`config.mk`:
```
export PLATFORM = sky130hd
export DESIGN_NAME = raster_op_blitter
export DESIGN_NICKNAME = d
export VERILOG_FILES = /design/src/sv/rob_pkg.sv /design/src/sv/rob_front.sv /design/src/sv/rob_back.sv /design/src/sv/raster_op_blitter.sv
export SDC_FILE = /design/constraint.sdc
export NUM_CORES = 2
export LEC_CHECK = 0
export BUFFER_PORTS_ARGS = -buffer_cell sky130_fd_sc_hd__buf_2
export CAP_MARGIN = 20
export CORE_MARGIN = 4
export CORE_UTILIZATION = 45
export DETAILED_ROUTE_END_ITERATION = 7
export GPL_TIMING_DRIVEN = 1
export PLACE_DENSITY_LB_ADDON = 0.15
export SYNTH_ARGS = -nofsm -noshare
export SYNTH_HDL_FRONTEND = slang
export SYNTH_SLANG_ARGS = --single-unit
```
`constraint.sdc`:
```
create_clock -name i_clk -period 10 [get_ports i_clk]
set_input_delay 1 -clock i_clk [delete_from_list [all_inputs] [get_ports i_clk]]
set_output_delay 1 -clock i_clk [all_outputs]
set_load 0.1 [all_outputs]
```
`src/sv/rob_pkg.sv`:
```
// ----------------------------------------------------------------------------
// rob_pkg
// Types, codes and helpers shared by the blitter front end, back end and top.
// ----------------------------------------------------------------------------
package rob_pkg;

    localparam int ADDR_BITS = 24;
    localparam int HT_WORDS  = 16;
    localparam int QUEUE_DEPTH = 2;

    localparam logic [1:0] KIND_WRITE = 2'd0;
    localparam logic [1:0] KIND_READ  = 2'd1;
    localparam logic [1:0] KIND_SLOT  = 2'd2;
    localparam logic [1:0] KIND_NONE  = 2'd3;

    localparam logic [1:0] REQ_NONE  = 2'd0;
    localparam logic [1:0] REQ_SRC   = 2'd1;
    localparam logic [1:0] REQ_DST   = 2'd2;
    localparam logic [1:0] REQ_WRITE = 2'd3;

    localparam logic [7:0] OFF_LIMIT  = 8'h40;
    localparam logic [7:0] OFF_BYTEOK = 8'h3A;

    typedef enum logic [2:0] {
        CL_NONE,
        CL_WRITE,
        CL_READ,
        CL_SLOT,
        CL_ERR
    } t_class;

    typedef enum logic [2:0] {
        PH_IDLE,
        PH_RUN,
        PH_PRE,
        PH_WPRE,
        PH_WSRC,
        PH_WDST
    } t_phase;

    typedef struct packed {
        t_class      cls;
        logic [7:0]  off;
        logic [7:0]  wbyte;
        logic        word;
        logic [15:0] mem;
    } t_item;

    typedef struct packed {
        logic [7:0]           read_byte;
        logic                 bus_error;
        logic [1:0]           req_kind;
        logic [ADDR_BITS-1:0] req_addr;
        logic [15:0]          req_data;
        logic                 busy;
    } t_res;

    function automatic logic [ADDR_BITS-1:0] add_inc(logic [ADDR_BITS-1:0] a,
                                                     logic [15:0] inc);
        logic [ADDR_BITS-1:0] s;
        s = ADDR_BITS'(signed'(inc));
        return a + s;
    endfunction

endpackage

```
`src/sv/rob_front.sv`:
```
// ----------------------------------------------------------------------------
// rob_front
// Accepts beats, classifies them and queues them for the back end.
// ----------------------------------------------------------------------------
module rob_front (
    input  logic              i_clk,
    input  logic              i_rst_n,
    input  logic              i_in_valid,
    output logic              o_in_ready,
    input  logic [1:0]        i_kind,
    input  logic [7:0]        i_reg_offset,
    input  logic [7:0]        i_write_byte,
    input  logic              i_word_access,
    input  logic [15:0]       i_mem_data,
    output logic              o_q_valid,
    input  logic              i_q_pop,
    output rob_pkg::t_item    o_q_item
);
    rob_pkg::t_item r_q [rob_pkg::QUEUE_DEPTH];
    logic           r_rd, n_rd;
    logic           r_wr, n_wr;
    logic [1:0]     r_cnt, n_cnt;
    rob_pkg::t_item w_item;
    logic           w_push;

    always_comb begin
        w_item.off   = i_reg_offset;
        w_item.wbyte = i_write_byte;
        w_item.word  = i_word_access;
        w_item.mem   = i_mem_data;
        case (i_kind)
            rob_pkg::KIND_WRITE: w_item.cls = (i_reg_offset >= rob_pkg::OFF_LIMIT) ?
                                              rob_pkg::CL_ERR : rob_pkg::CL_WRITE;
            rob_pkg::KIND_READ:  w_item.cls = (i_reg_offset >= rob_pkg::OFF_LIMIT) ?
                                              rob_pkg::CL_ERR : rob_pkg::CL_READ;
            rob_pkg::KIND_SLOT:  w_item.cls = rob_pkg::CL_SLOT;
            default:             w_item.cls = rob_pkg::CL_NONE;
        endcase
    end

    assign o_in_ready = (r_cnt != 2'(rob_pkg::QUEUE_DEPTH));
    assign w_push     = i_in_valid && o_in_ready;
    assign o_q_valid  = (r_cnt != 2'd0);
    assign o_q_item   = r_q[r_rd];

    always_comb begin
        n_cnt = r_cnt + 2'(w_push) - 2'(i_q_pop && o_q_valid);
        n_wr  = w_push ? ~r_wr : r_wr;
        n_rd  = (i_q_pop && o_q_valid) ? ~r_rd : r_rd;
    end

    always_ff @(posedge i_clk) begin
        if (!i_rst_n) begin
            r_cnt <= '0;
            r_rd  <= 1'b0;
            r_wr  <= 1'b0;
        end else begin
            r_cnt <= n_cnt;
            r_rd  <= n_rd;
            r_wr  <= n_wr;
        end
        if (w_push) begin
            r_q[r_wr] <= w_item;
        end
    end

    a_cnt_max: assert property (@(posedge i_clk) disable iff (!i_rst_n)
        r_cnt <= 2'(rob_pkg::QUEUE_DEPTH)) else $error("queue overfilled");
    a_pop_ok: assert property (@(posedge i_clk) disable iff (!i_rst_n)
        (i_q_pop && o_q_valid && !w_push) |=> (r_cnt == $past(r_cnt) - 2'd1))
        else $error("pop count slip");
    a_ptr: assert property (@(posedge i_clk) disable iff (!i_rst_n)
        (r_cnt == 2'd0 || r_cnt == 2'd2) |-> (r_rd == r_wr)) else $error("pointer slip");
endmodule

```
`src/sv/rob_back.sv`:
```
// ----------------------------------------------------------------------------
// rob_back
// Executes one queued beat per cycle when not stalled: registers, bus slots, raster op.
// ----------------------------------------------------------------------------
module rob_back (
    input  logic           i_clk,
    input  logic           i_rst_n,
    input  logic           i_q_valid,
    output logic           o_q_pop,
    input  rob_pkg::t_item i_q_item,
    output logic           o_out_valid,
    input  logic           i_out_ready,
    output rob_pkg::t_res  o_res
);
    localparam int AB = rob_pkg::ADDR_BITS;

    logic [15:0]   r_ht [rob_pkg::HT_WORDS];
    logic [15:0]   n_ht [rob_pkg::HT_WORDS];
    logic [AB-1:0] r_src, n_src, r_dst, n_dst;
    logic [15:0]   r_inc [4];
    logic [15:0]   n_inc [4];
    logic [15:0]   r_em [3];
    logic [15:0]   n_em [3];
    logic [15:0]   r_wpl, n_wpl, r_lines, n_lines;
    logic [16:0]   r_wc, n_wc, r_lc, n_lc;
    logic [1:0]    r_hop, n_hop;
    logic [3:0]    r_op, n_op, r_skew, n_skew, r_li, n_li;
    logic          r_nfsr, n_nfsr, r_fxsr, n_fxsr, r_smudge, n_smudge, r_hog, n_hog;
    logic          r_busy, n_busy, r_last, n_last;
    logic [31:0]   r_sb, n_sb;
    logic [15:0]   r_mask, n_mask, r_hd, n_hd;
    rob_pkg::t_phase r_phase, n_phase;
    rob_pkg::t_res r_res, n_res;
    logic          r_ov;
    logic          w_go;

    assign o_q_pop     = i_q_valid && (!r_ov || i_out_ready);
    assign w_go        = o_q_pop;
    assign o_out_valid = r_ov;
    assign o_res       = r_res;

    always_comb begin
        logic        hi, bw, as, wr, rd, busy0, need;
        logic [7:0]  v, ve, o;
        logic [15:0] w, skewed, s, d, f, m, nd;
        n_ht = r_ht; n_src = r_src; n_dst = r_dst; n_inc = r_inc; n_em = r_em;
        n_wpl = r_wpl; n_lines = r_lines; n_wc = r_wc; n_lc = r_lc;
        n_hop = r_hop; n_op = r_op; n_skew = r_skew; n_li = r_li;
        n_nfsr = r_nfsr; n_fxsr = r_fxsr; n_smudge = r_smudge; n_hog = r_hog;
        n_busy = r_busy; n_last = r_last; n_sb = r_sb; n_mask = r_mask; n_hd = r_hd;
        n_phase = r_phase;
        n_res = '0;
        bw = 1'b0; as = 1'b0; wr = 1'b0; rd = 1'b0;
        o = i_q_item.off; v = i_q_item.wbyte;
        hi = ~o[0];
        ve = hi ? v : (v & 8'hFE);
        w = '0;
        skewed = '0; s = '0; d = '0; f = '0; m = '0; nd = '0; busy0 = 1'b0; need = 1'b0;
        case (i_q_item.cls)
            rob_pkg::CL_ERR: n_res.bus_error = 1'b1;
            rob_pkg::CL_READ: begin
                if (o < 8'h20) begin
                    w = r_ht[o[4:1]];
                    n_res.read_byte = o[0] ? w[7:0] : w[15:8];
                end else if (o >= 8'h25 && o <= 8'h27) begin
                    n_res.read_byte = 8'((r_src >> (8 * (8'h27 - o))) & AB'(8'hFF));
                end else if (o >= 8'h33 && o <= 8'h35) begin
                    n_res.read_byte = 8'((r_dst >> (8 * (8'h35 - o))) & AB'(8'hFF));
                end else if (o == 8'h24 || o == 8'h32) begin
                    n_res.read_byte = '0;
                end else begin
                    case ({o[7:1], 1'b0})
                        8'h20: w = r_inc[0];
                        8'h22: w = r_inc[1];
                        8'h28: w = r_em[0];
                        8'h2A: w = r_em[1];
                        8'h2C: w = r_em[2];
                        8'h2E: w = r_inc[2];
                        8'h30: w = r_inc[3];
                        8'h36: w = r_wpl;
                        8'h38: w = r_lines;
                        8'h3A: w = o[0] ? 16'({r_op}) : 16'({r_hop});
                        8'h3C: w = o[0] ? 16'({r_fxsr, r_nfsr, 2'b00, r_skew})
                                        : 16'({r_busy, r_hog, r_smudge, 1'b0, r_li});
                        default: w = '0;
                    endcase
                    if (o == 8'h3A || o == 8'h3B || o == 8'h3C || o == 8'h3D)
                        n_res.read_byte = w[7:0];
                    else
                        n_res.read_byte = o[0] ? w[7:0] : w[15:8];
                end
            end
            rob_pkg::CL_WRITE: begin
                if (o >= rob_pkg::OFF_BYTEOK || i_q_item.word) begin
                    if (o < 8'h20) begin
                        if (hi) n_ht[o[4:1]][15:8] = v; else n_ht[o[4:1]][7:0] = v;
                    end else if (o >= 8'h25 && o <= 8'h27) begin
                        case (o)
                            8'h25:   n_src = AB'({8'h0, v, r_src[15:0]}) | (r_src & ~AB'(24'hFF0000));
                            8'h26:   n_src = {r_src[AB-1:16], v, r_src[7:0]};
                            default: n_src = {r_src[AB-1:8], ve};
                        endcase
                    end else if (o >= 8'h33 && o <= 8'h35) begin
                        case (o)
                            8'h33:   n_dst = AB'({8'h0, v, r_dst[15:0]}) | (r_dst & ~AB'(24'hFF0000));
                            8'h34:   n_dst = {r_dst[AB-1:16], v, r_dst[7:0]};
                            default: n_dst = {r_dst[AB-1:8], ve};
                        endcase
                    end else begin
                        case ({o[7:1], 1'b0})
                            8'h20: if (hi) n_inc[0][15:8] = ve; else n_inc[0][7:0] = ve;
                            8'h22: if (hi) n_inc[1][15:8] = ve; else n_inc[1][7:0] = ve;
                            8'h28: if (hi) n_em[0][15:8] = v; else n_em[0][7:0] = v;
                            8'h2A: if (hi) n_em[1][15:8] = v; else n_em[1][7:0] = v;
                            8'h2C: if (hi) n_em[2][15:8] = v; else n_em[2][7:0] = v;
                            8'h2E: if (hi) n_inc[2][15:8] = ve; else n_inc[2][7:0] = ve;
                            8'h30: if (hi) n_inc[3][15:8] = ve; else n_inc[3][7:0] = ve;
                            8'h36: begin
                                if (hi) n_wpl[15:8] = v; else n_wpl[7:0] = v;
                                n_wc = (n_wpl != 16'd0) ? {1'b0, n_wpl} : 17'h10000;
                            end
                            8'h38: if (hi) n_lines[15:8] = v; else n_lines[7:0] = v;
                            8'h3A: begin
                                if (o[0]) n_op = v[3:0]; else n_hop = v[1:0];
                            end
                            8'h3C: begin
                                if (o[0]) begin
                                    n_skew = v[3:0]; n_nfsr = v[6]; n_fxsr = v[7];
                                end else begin
                                    n_li = v[3:0]; n_smudge = v[5]; n_hog = v[6];
                                    if (r_busy) begin
                                        if (!v[7]) begin
                                            n_busy = 1'b0;
                                            if (r_phase == rob_pkg::PH_RUN ||
                                                r_phase == rob_pkg::PH_PRE)
                                                n_phase = rob_pkg::PH_IDLE;
                                        end
                                    end else if (v[7] && r_lines != 16'd0) begin
                                        n_busy = 1'b1;
                                        n_lc = {1'b0, r_lines};
                                        if (r_phase == rob_pkg::PH_IDLE) begin
                                            if (r_wc[15:0] == r_wpl) begin
                                                n_mask = r_em[0]; n_last = 1'b0;
                                                n_phase = r_fxsr ? rob_pkg::PH_PRE
                                                                 : rob_pkg::PH_RUN;
                                            end else begin
                                                n_phase = rob_pkg::PH_RUN;
                                            end
                                        end
                                    end
                                end
                            end
                            default: ;
                        endcase
                    end
                end
            end
            rob_pkg::CL_SLOT: begin
                case (r_phase)
                    rob_pkg::PH_WPRE: begin
                        n_sb = r_inc[0][15] ? {i_q_item.mem, r_sb[31:16]}
                                            : {r_sb[15:0], i_q_item.mem};
                        n_phase = r_busy ? rob_pkg::PH_RUN : rob_pkg::PH_IDLE;
                        bw = r_busy;
                    end
                    rob_pkg::PH_WSRC: begin
                        n_sb = r_inc[0][15] ? {i_q_item.mem, r_sb[31:16]}
                                            : {r_sb[15:0], i_q_item.mem};
                        as = 1'b1;
                    end
                    rob_pkg::PH_WDST: begin
                        n_hd = i_q_item.mem;
                        wr = 1'b1;
                    end
                    rob_pkg::PH_PRE: begin
                        n_res.req_kind = rob_pkg::REQ_SRC;
                        n_res.req_addr = r_src;
                        n_src = rob_pkg::add_inc(r_src, r_inc[0]);
                        n_phase = rob_pkg::PH_WPRE;
                    end
                    rob_pkg::PH_RUN: bw = 1'b1;
                    default: ;
                endcase
                if (bw) begin
                    if (n_wc == 17'd1) begin
                        n_last = 1'b1;
                        if (r_wpl != 16'd1) n_mask = r_em[2];
                    end
                    if (r_op != 4'd0 && r_op != 4'd5 && r_op != 4'd10 && r_op != 4'd15 &&
                        r_hop[1]) begin
                        if (r_nfsr && n_last) begin
                            n_sb = r_inc[0][15] ? {16'h0, n_sb[31:16]} : {n_sb[15:0], 16'h0};
                        end else begin
                            n_res.req_kind = rob_pkg::REQ_SRC;
                            n_res.req_addr = n_src;
                            rd = 1'b1;
                        end
                        if (n_last) n_src = rob_pkg::add_inc(n_src, r_inc[1]);
                        else if (!(r_nfsr && n_wc == 17'd2))
                            n_src = rob_pkg::add_inc(n_src, r_inc[0]);
                    end
                    if (rd) n_phase = rob_pkg::PH_WSRC;
                    else as = 1'b1;
                end
                if (as) begin
                    need = r_op != 4'd0 && r_op != 4'd3 && r_op != 4'd12 && r_op != 4'd15;
                    if (need || n_mask != 16'hFFFF) begin
                        n_res.req_kind = rob_pkg::REQ_DST;
                        n_res.req_addr = n_dst;
                        n_phase = rob_pkg::PH_WDST;
                    end else begin
                        n_hd = '0;
                        wr = 1'b1;
                    end
                end
                if (wr) begin
                    skewed = 16'(n_sb >> r_skew);
                    case (r_hop)
                        2'd0: s = 16'hFFFF;
                        2'd1: s = r_smudge ? r_ht[skewed[3:0]] : r_ht[r_li];
                        2'd2: s = skewed;
                        default: s = skewed & (r_smudge ? r_ht[skewed[3:0]] : r_ht[r_li]);
                    endcase
                    d = n_hd; m = n_mask;
                    f = ({16{r_op[0]}} & s & d) | ({16{r_op[1]}} & s & ~d) |
                        ({16{r_op[2]}} & ~s & d) | ({16{r_op[3]}} & ~s & ~d);
                    nd = (d & ~m) | (f & m);
                    n_res.req_kind = rob_pkg::REQ_WRITE;
                    n_res.req_addr = n_dst;
                    n_res.req_data = nd;
                    n_dst = rob_pkg::add_inc(n_dst, n_last ? r_inc[3] : r_inc[2]);
                    n_mask = r_em[1];
                    busy0 = r_busy;
                    if (n_wc != 17'd0) n_wc = n_wc - 17'd1;
                    if (n_wc == 17'd0) begin
                        n_li = r_li + (r_inc[3][15] ? 4'd15 : 4'd1);
                        if (n_lc != 17'd0) n_lc = n_lc - 17'd1;
                        n_lines = n_lc[15:0];
                        n_wc = (r_wpl != 16'd0) ? {1'b0, r_wpl} : 17'h10000;
                        if (n_lc == 17'd0) begin
                            n_busy = 1'b0;
                            n_phase = rob_pkg::PH_IDLE;
                        end else begin
                            n_mask = r_em[0]; n_last = 1'b0;
                            n_phase = r_fxsr ? rob_pkg::PH_PRE : rob_pkg::PH_RUN;
                            if (!busy0) n_phase = rob_pkg::PH_IDLE;
                        end
                    end else begin
                        n_phase = busy0 ? rob_pkg::PH_RUN : rob_pkg::PH_IDLE;
                    end
                end
            end
            default: ;
        endcase
        n_res.busy = n_busy;
    end

    always_ff @(posedge i_clk) begin
        if (!i_rst_n) begin
            r_ov <= 1'b0;
            for (int k = 0; k < rob_pkg::HT_WORDS; k++) r_ht[k] <= '0;
            for (int k = 0; k < 4; k++) r_inc[k] <= '0;
            for (int k = 0; k < 3; k++) r_em[k] <= '0;
            r_src <= '0; r_dst <= '0; r_wpl <= '0; r_lines <= '0;
            r_wc <= 17'h10000; r_lc <= '0;
            r_hop <= '0; r_op <= '0; r_skew <= '0; r_li <= '0;
            r_nfsr <= 1'b0; r_fxsr <= 1'b0; r_smudge <= 1'b0; r_hog <= 1'b0;
            r_busy <= 1'b0; r_last <= 1'b0;
            r_sb <= '0; r_mask <= '0; r_hd <= '0;
            r_phase <= rob_pkg::PH_IDLE;
        end else begin
            if (w_go) begin
                r_ov <= 1'b1;
                r_ht <= n_ht; r_inc <= n_inc; r_em <= n_em;
                r_src <= n_src; r_dst <= n_dst; r_wpl <= n_wpl; r_lines <= n_lines;
                r_wc <= n_wc; r_lc <= n_lc;
                r_hop <= n_hop; r_op <= n_op; r_skew <= n_skew; r_li <= n_li;
                r_nfsr <= n_nfsr; r_fxsr <= n_fxsr; r_smudge <= n_smudge; r_hog <= n_hog;
                r_busy <= n_busy; r_last <= n_last;
                r_sb <= n_sb; r_mask <= n_mask; r_hd <= n_hd;
                r_phase <= n_phase;
            end else if (i_out_ready) begin
                r_ov <= 1'b0;
            end
        end
        if (w_go) begin
            r_res <= n_res;
        end
    end

    a_wc_nz: assert property (@(posedge i_clk) disable iff (!i_rst_n)
        r_wc != 17'd0) else $error("word counter reached zero at rest");
    a_run_busy: assert property (@(posedge i_clk) disable iff (!i_rst_n)
        (r_phase == rob_pkg::PH_RUN || r_phase == rob_pkg::PH_PRE) |-> r_busy)
        else $error("running while not busy");
    a_none_addr: assert property (@(posedge i_clk) disable iff (!i_rst_n)
        (r_ov && r_res.req_kind == rob_pkg::REQ_NONE) |-> (r_res.req_addr == '0))
        else $error("address on empty request");
    a_err_quiet: assert property (@(posedge i_clk) disable iff (!i_rst_n)
        (r_ov && r_res.bus_error) |-> (r_res.req_kind == rob_pkg::REQ_NONE &&
                                        r_res.read_byte == 8'd0))
        else $error("bus error beat with payload");
endmodule

```
`src/sv/raster_op_blitter.sv`:
```
// ----------------------------------------------------------------------------
// raster_op_blitter
// Bus-master blitter: queued beats, register window and raster op back end.
// ----------------------------------------------------------------------------
// An input beat passes the queue, then the result register, to its result beat.
// Throughput: 1 beat per cycle while i_out_ready takes each result beat; the
// back end retires one queued beat a cycle. A 2-entry queue decouples intake
// from the result register. Reset (i_rst_n low, synchronous) clears queue,
// registers and busy; the word counter resets to 65536.
module raster_op_blitter (
    input  logic        i_clk,
    input  logic        i_rst_n,
    input  logic        i_in_valid,
    output logic        o_in_ready,
    input  logic [1:0]  i_kind,
    input  logic [7:0]  i_reg_offset,
    input  logic [7:0]  i_write_byte,
    input  logic        i_word_access,
    input  logic [15:0] i_mem_data,
    output logic        o_out_valid,
    input  logic        i_out_ready,
    output logic [7:0]  o_read_byte,
    output logic        o_bus_error,
    output logic [1:0]  o_req_kind,
    output logic [23:0] o_req_addr,
    output logic [15:0] o_req_data,
    output logic        o_busy_res
);
    logic           w_q_valid, w_q_pop;
    rob_pkg::t_item w_q_item;
    rob_pkg::t_res  w_res;

    rob_front u_front (
        .i_clk(i_clk), .i_rst_n(i_rst_n),
        .i_in_valid(i_in_valid), .o_in_ready(o_in_ready),
        .i_kind(i_kind), .i_reg_offset(i_reg_offset), .i_write_byte(i_write_byte),
        .i_word_access(i_word_access), .i_mem_data(i_mem_data),
        .o_q_valid(w_q_valid), .i_q_pop(w_q_pop), .o_q_item(w_q_item)
    );

    rob_back u_back (
        .i_clk(i_clk), .i_rst_n(i_rst_n),
        .i_q_valid(w_q_valid), .o_q_pop(w_q_pop), .i_q_item(w_q_item),
        .o_out_valid(o_out_valid), .i_out_ready(i_out_ready), .o_res(w_res)
    );

    assign o_read_byte = w_res.read_byte;
    assign o_bus_error = w_res.bus_error;
    assign o_req_kind  = w_res.req_kind;
    assign o_req_addr  = w_res.req_addr;
    assign o_req_data  = w_res.req_data;
    assign o_busy_res  = w_res.busy;
endmodule

```
* After elaboration in Yosys (flattened, before gate mapping)
Memories as Yosys holds them, arrays and structs flattened. A register that Yosys moved wholly into a read port is not among the register bits.
Index checks and enable logic that the tools add are counted.
W data, S select, Z words.
** Storage, ports and cells
- RAM bits :: 72
- Flip-flop bits (word level) :: 626
- Memories :: 1
- Output and inout port bits :: 54
** Operators by class
- Multiplexer cells :: 228
- Shifts and indexed selects :: 3
- Equal/unequal tests :: 72
- Reduce and logical (&&, ||, !) cells :: 75
- $lt $le $gt $ge :: 11
- Add/subtract/negate cells :: 11
- Bitwise logic cells :: 29
** Memory list
- u_front.r_q :: depth 2, bits a word 36, rd ports 1, clocked after Yosys merged registers in 1, write ports 1, RTL line rob_front.sv:19 : rob_pkg::t_item r_q [rob_pkg::QUEUE_DEPTH];
** Operator list (count)
- $mux W16 :: 39
- $bwmux W256 :: 2
- $mux W17 :: 26
- $mux W24 :: 14
- $mux W256 :: 1
- $mux W32 :: 7
- $mux W8 :: 25
- $bmux W16 S4 :: 3
- $pmux W24 S2 :: 4
- $and A16 B16 Y16 :: 11
- $pmux W16 S11 :: 1
- $reduce_and A8 Y1 :: 21
- $demux W16 S4 :: 2
- $mux W26 :: 4
- $add A24 B24 Y24 :: 4
- $eq A8 B6 Y1 const B :: 10
- $eq A7 B5 Y1 const B :: 11
- $pmux W17 S2 :: 2
- $mux W3 :: 22
- $or A16 B16 Y16 :: 4
- $pmux W16 S2 :: 2
- $shr A24 B32 Y8 :: 2
- $mux W1 :: 52
- $mux W25 :: 2
- 59 further kinds :: 158

* Logic depth before layout (Yosys ltp)
- Depth in word-level cells :: 28
- Depth in mapped cells :: 26

* By module
From an unflattened synthesis, not the netlist that was laid out.
** Unflattened totals
- Cells, all modules :: 5194
- Area, all modules :: 46070.4 µm²
** By module, submodules not included
- rob_back :: sequential area each 12952.4 µm², area an instance 43057.5 µm², instances 1, cells an instance 5053
- rob_front :: sequential area each 2262.2 µm², area an instance 3012.9 µm², instances 1, cells an instance 141

* Least setup slack after synthesis
Ideal clock, no wire load.
- Path type :: input-to-reg
- Start point :: input port i_out_ready
- End point :: register u_back.r_em[37] (netlist bit)
- Slack :: 4.568 ns
- Stages on the path :: 9
- Library setup time :: 0.086 ns
- Arrival time :: 5.347 ns
- Cells stage by stage :: nor2b_1 > nor2_1 > nand3b_1 > nor3_1 > nand2_1 > nor3_1 > clkbuf_1 > nor2_1 > a211oi_1
** Between the ends
- Cells in the longest elaborated chain, start to end :: 3
** RTL lines
- start: declaration :: RTL line raster_op_blitter.sv:21 : input logic i_out_ready,
- $logic_or A1 B1 Y1 :: RTL line rob_back.sv:37 : assign o_q_pop = i_q_valid && (!r_ov || i_out_ready);
- $logic_and A1 B1 Y1 :: RTL line rob_back.sv:37
- named net u_back.o_q_pop :: RTL line rob_back.sv:9 : output logic o_q_pop,
- $reduce_and A8 Y1 (no line)
- end signal: assignment :: RTL line rob_back.sv:274 : r_ht <= n_ht; r_inc <= n_inc; r_em <= n_em;
- end: declaration :: RTL line rob_back.sv:22 : logic [15:0] r_em [3];
The timed path passes the listed nets, and every way through them passes these cells.
A chain may end at the register's enable or synchronous reset.

* Worst setup path in the final report
- Start point :: register u_back.r_wc[9]
- End point :: register u_back.r_res (netlist bit u_back.o_res[2]) (data pin)
** Between the ends
- Cells in the longest elaborated chain, start to end :: 26
- Elaborated cells on any way between the ends :: 55
- Classes of those cells :: eq/ne (2); shift (1); mux (30); bitwise (19); reduce/logical (3)
** RTL lines
- start: declaration :: RTL line rob_back.sv:25 : logic [16:0] r_wc, n_wc, r_lc, n_lc;
- start signal: assignment :: RTL line rob_back.sv:276 : r_wc <= n_wc; r_lc <= n_lc;
- $eq A17 B1 Y1 * :: RTL line rob_back.sv:185 : if (n_wc == 17'd1) begin
- $mux W1 :: RTL line rob_back.sv:185
- $mux W1 :: RTL line rob_back.sv:184 : if (bw) begin
- $mux W1 :: RTL line rob_back.sv:59 : case (i_q_item.cls)
- $logic_and A1 B1 Y1 :: RTL line rob_back.sv:191 : if (r_nfsr && n_last) begin
- $mux W32 :: RTL line rob_back.sv:191
- $mux W32 :: RTL line rob_back.sv:189 : if (r_op != 4'd0 && r_op != 4'd5 && r_op != 4'd10 && r_op != 4'd15 &&
- $mux W32 :: RTL line rob_back.sv:184
- [... 10 more ...]
- $mux W16 :: RTL line rob_back.sv:59
- $and A16 B16 Y16 or $not A16 Y16 (tied branches) :: RTL line rob_back.sv:225, rob_back.sv:226
- $and A16 B16 Y16, on equally long branches :: RTL line rob_back.sv:225, rob_back.sv:226
- $or A16 B16 Y16 or $and A16 B16 Y16 (tied branches) :: RTL line rob_back.sv:225, rob_back.sv:226
- $or A16 B16 Y16 :: RTL line rob_back.sv:225 : f = ({16{r_op[0]}} & s & d) | ({16{r_op[1]}} & s & ~d) |
- $or A16 B16 Y16 :: RTL line rob_back.sv:226 : ({16{r_op[2]}} & ~s & d) | ({16{r_op[3]}} & ~s & ~d);
- $and A16 B16 Y16 :: RTL line rob_back.sv:227 : nd = (d & ~m) | (f & m);
- $or A16 B16 Y16 :: RTL line rob_back.sv:227
- end signal: assignment :: RTL line rob_back.sv:287 : r_res <= n_res;
- end: declaration :: RTL line rob_back.sv:33 : rob_pkg::t_res r_res, n_res;
Every way passes the cells marked *; elsewhere a longest branch is shown, timed or not. The select of a mux whose other input is x is not followed.

==> impl_metrics.sql <==
INSERT INTO impl_metrics (metric_group, metric, value, unit) VALUES
('power', 'total_leakage_power', '19.8', 'nW'),
('synth', 'mappedNetlistNets', '5577', ''),
('clock_network', 'ctsRootBufferMaster', 'sky130_fd_sc_hd__clkbuf_16', ''),
('clock_network', 'clk_pin_slew_worst_paths', '0.06', 'ns'),
('drt', 'maxUsedRoutingLayer', 'met5', ''),
('placed_design', 'post-dp-hpwl', '133000', 'um'),
('floorplan', 'placementRows', '116', ''),
('synth', 'yosys_warnings', '0', ''),
('setup_path', 'critPathLaunchType', 'register', ''),
('drt', 'drt_pre_antenna_iters', '8', ''),
('clock_network', 'cts_hold_buf', '0', ''),
('power', 'pwr_density_cell', '200', 'nW/um2'),
('sta', 'max_slew.worst_pin.slew', '1.18', 'ns'),
('drt', 'routed_met3_length', '21500', 'um'),
('floorplan', 'core-area', '100000', 'um2'),
('setup_path', 'timing.setup.critical_path_class', 'reg2reg', ''),
('placed_design', 'dp_cells', '6562', ''),
('worst_hold_path', 'holdCritPathClass', 'reg2reg', ''),
('sta', 'fmax', '136', 'MHz'),
('sta', 'setup_tns', '0', 'ns'),
('sta', 'timing_hold_violations_final', '0', ''),
('final_layout', 'post_route_cells_drive_above_1_share', '11.6', '%'),
('setup_path', 'critical_path.max_fanout', '28', ''),
('drt', 'detailroute.wirelength.met2', '81300', 'um'),
('sta', 'setup_violations', '0', ''),
('final_layout', 'nets', '5446', ''),
('drt', 'drcViolationCount', '15', ''),
('drt', 'totalWireLength', '193000', 'um'),
('power', 'max-vdd-ir-drop', '0.183', 'mV'),
('drt', 'route.antenna.remaining_nets', '0', ''),
('sta', 'timing.final.max_slew_violations', '0', ''),
('clock_network', 'clock_tree.htree_level_count', '3', ''),
('clock_network', 'cts_tree', 'yes', ''),
('grt', 'grt_first_pass_wirelength', '282000', 'um'),
('setup_path', 'crit_path_end_kind', 'register', ''),
('setup_path', 'timing.critical_path.arrival', '7.77', 'ns'),
('setup_path', 'crit_required', '10.43', 'ns'),
('synth', 'ys_types', '113', ''),
('floorplan', 'initial_utilization', '45.4', '%'),
('sta', 'clock-skew-final', '0.0287', 'ns'),
('placed_design', 'post_placement_setup_slack', '2.85', 'ns'),
('clock_network', 'cts_made_buffers', '83', ''),
('floorplan', 'die-area', '106000', 'um2'),
('grt', 'grt_usage', '34.9', '%'),
('synth', 'ys_dominant_reg_cell', 'sky130_fd_sc_hd__dfxtp_1', ''),
('clock_network', 'cts-resized-gates', '0', ''),
('clock_network', 'cts.sink_count', '699', ''),
('floorplan', 'top_level_ports', '93', ''),
('sta', 'setup_ws', '2.66', 'ns'),
('floorplan', 'dieHeight', '326', 'um'),
('outcome', 'run_status', 'complete, but fails checks', ''),
('synth', 'synth_seq_area_share', '33.5', '%'),
('synth', 'synth.avg_cell_area', '8.39', 'um2'),
('grt', 'grt_start_max_net_pins', '168', ''),
('sta', 'timing.slew.headroom', '21.3', '%'),
('sta', 'final.min_clock_period', '7.34', 'ns'),
('synth', 'synth_edf_count', '124', ''),
('drt', 'num_vias', '45300', ''),
('sta', 'grt_setup_unrepaired', 'no', ''),
('job', 'drv.max_cap_violation_count', '0', ''),
('placed_design', 'port_buffer_count', '92', ''),
('floorplan', 'floorplan.die.width', '326', 'um'),
('synth', 'postSynthCellCount', '5427', ''),
('clock_network', 'clk_path_buf_depth', '3', ''),
('final_layout', 'core_util_final', '50.1', '%'),
('sta', 'hold_ws', '0.455', 'ns'),
('placed_design', 'finalWeightedCongestion', '1.03', ''),
('drt', 'drt-met1-wl', '76900', 'um'),
('drt', 'dr.first_iter.drc_count', '6747', ''),
('clock_network', 'worst_skew_pair.late_latency', '0.68', 'ns'),
('final_layout', 'final_cell_count_no_fill', '6723', ''),
('outcome', 'violations', 'design-rule violations', ''),
('synth', 'asyncSetResetFlopFracSynth', '0', '%'),
('grt', 'gr_overflow_total', '0', ''),
('grt', 'grt_antenna_before_repair', '8', ''),
('grt', 'first_global_vias', '41000', ''),
('drt', 'drt-vias-per-instance', '6.73', ''),
('synth', 'synth-seq-cells', '699', ''),
('drt', 'drt-wirelength-per-cell', '28.8', 'um'),
('final_layout', 'flow.area_growth_from_synthesis', '10.3', '%'),
('synth', 'mappedNetlistArea', '45500', 'um2'),
('sta', 'final_worst_path_period_share', '73.4', '%'),
('clock_network', 'post_cts.repair.setup_buffers', '0', '');
logic make-up after synthesis:
logic type               Yosys count  share of synthesized area [%]
flip-flops                       699                           33.5
buffers and inverters            518                           4.61
adder cells (fa/ha/maj)          111                           3.13
AO/OA/AOI/OAI                   1566                           25.5
AND/OR/NAND/NOR                 1985                           18.8
multiplexers                     416                           12.0
XOR/XNOR                         132                           2.54
sequential cells by signal (all words and copies together), names as in the netlist, 16 cells and up, named ones only:
name            count
u_back.r_em        48
u_back.r_wpl       16
u_back.r_lines     16
u_back.r_ht       256
u_back.r_src       24
u_back.r_inc       64
u_back.r_sb        32
u_front.r_q        72
u_back.r_lc        17
u_back.o_res       52
u_back.r_dst       24
u_back.r_mask      16
u_back.r_hd        16
u_back.r_wc        17
layout make-up:
type	instances	area (um2)
Antenna cell	3	7.51
Timing Repair Buffer	234	1580
Fill cell	9604	50100
Clock inverter	43	533
Sequential cell	699	15200
Inverter	68	265
Tap cell	1357	1700
Clock buffer	109	2370
Multi-Input combinational cell	4210	28500
final timing paths:
kind | slack [ns] | to | startpoint | cells past startpoint
setup reg to reg | 2.66 | u_back.o_res[2] | u_back.r_wc[9] | 15
setup / recovery | 2.66 | u_back.o_res[2] | u_back.r_wc[9] | 15
hold reg to reg | 0.45 | u_back.r_hd[12] | u_back.r_hd[12] | 2
hold / removal | 0.45 | u_back.r_hd[12] | u_back.r_hd[12] | 2
cell usage after synthesis, drive strengths merged (11+ instances only):
cell type | count | share of area (%)
a211oi | 260 | 4.3
a21o | 31 | 0.51
a21oi | 290 | 3.2
a221oi | 45 | 0.89
a222oi | 29 | 0.64
a22o | 20 | 0.39
a22oi | 84 | 1.4
a311oi | 57 | 1.1
a31oi | 55 | 0.77
and2 | 23 | 0.32
and3 | 29 | 0.40
buf | 95 | 1.1
clkbuf | 355 | 2.9
dfxtp | 575 | 25
edfxtp | 124 | 8.2
ha | 106 | 2.9
inv | 66 | 0.54
mux2 | 68 | 1.7
mux2i | 253 | 5.6
mux4 | 95 | 4.7
nand2 | 834 | 6.9
nand2b | 18 | 0.25
nand3 | 224 | 2.5
nand4 | 44 | 0.60
nor2 | 585 | 4.9
nor2b | 21 | 0.29
nor3 | 112 | 1.2
nor4 | 30 | 0.43
o211a | 229 | 5.0
o211ai | 46 | 0.77
o21a | 13 | 0.21
o21ai | 183 | 2.0
o21bai | 19 | 0.31
o221ai | 36 | 0.69
o22ai | 41 | 0.56
o31ai | 22 | 0.41
o41ai | 11 | 0.23
or2 | 12 | 0.16
or3 | 16 | 0.22
xnor2 | 90 | 1.7
xor2 | 42 | 0.81
metrics by stage:
| step | total power, mW | area [um2] |
|---|---|---|
| 2_1_floorplan | 5.54 | 45500 |
| 3_3_place_gp | 6.71 | 47200 |
| 3_5_place_dp | 6.71 | 47300 |
| 4_1_cts | 9.96 | 50200 |
| 5_1_grt | 10.3 | 50200 |
| 6_report | 10.0 | 50200 |
power breakdown:
group          internal (mW)  total [mW]  switching (mW)
clock network           1.95        3.27            1.32
registers               3.09        3.29           0.201
logic                  0.801        3.48            2.67
total                   5.84        10.0            4.20
layer usage:
metal | global-route usage (%) | vias to the layer above
met1 | 46.1 | 21800
li1 | - | 20000
met3 | 9.27 | 638
met5 | 0 | -
met4 | 20.2 | 2
met2 | 51.3 | 2775
placed cells by master (no fill, tap or decap), types with 90 or more instances in the layout:
cell and instances:
sky130_fd_sc_hd__nand2_1 832, sky130_fd_sc_hd__dfxtp_1 570, sky130_fd_sc_hd__nor2_1 562, sky130_fd_sc_hd__a21oi_1 283, sky130_fd_sc_hd__a211oi_1 260, sky130_fd_sc_hd__mux2i_1 240
sky130_fd_sc_hd__o211a_1 229, sky130_fd_sc_hd__nand3_1 223, sky130_fd_sc_hd__o21ai_0 163, sky130_fd_sc_hd__buf_4 136, sky130_fd_sc_hd__edfxtp_1 124, sky130_fd_sc_hd__nor3_1 106
sky130_fd_sc_hd__ha_1 106, sky130_fd_sc_hd__mux4_2 95, sky130_fd_sc_hd__buf_2 91, sky130_fd_sc_hd__xnor2_1 90
worst max-delay path, stage by stage (launching register included):
cell,delay (ns)
sky130_fd_sc_hd__dfxtp_1,0.39
sky130_fd_sc_hd__or4_4,0.57
sky130_fd_sc_hd__or4_1,0.64
sky130_fd_sc_hd__o21ai_4,0.80
sky130_fd_sc_hd__nand2_1,0.57
sky130_fd_sc_hd__mux2i_1,0.34
sky130_fd_sc_hd__a222oi_1,0.46
sky130_fd_sc_hd__nand4_1,0.20
sky130_fd_sc_hd__and3b_2,0.58
sky130_fd_sc_hd__buf_4,0.42
sky130_fd_sc_hd__nor3_1,0.83
sky130_fd_sc_hd__a22oi_1,0.21
sky130_fd_sc_hd__a31oi_1,0.21
sky130_fd_sc_hd__a22o_1,0.22
sky130_fd_sc_hd__mux2_1,0.34
sky130_fd_sc_hd__o311a_1,0.28
(Power assumes the default switching activity.)
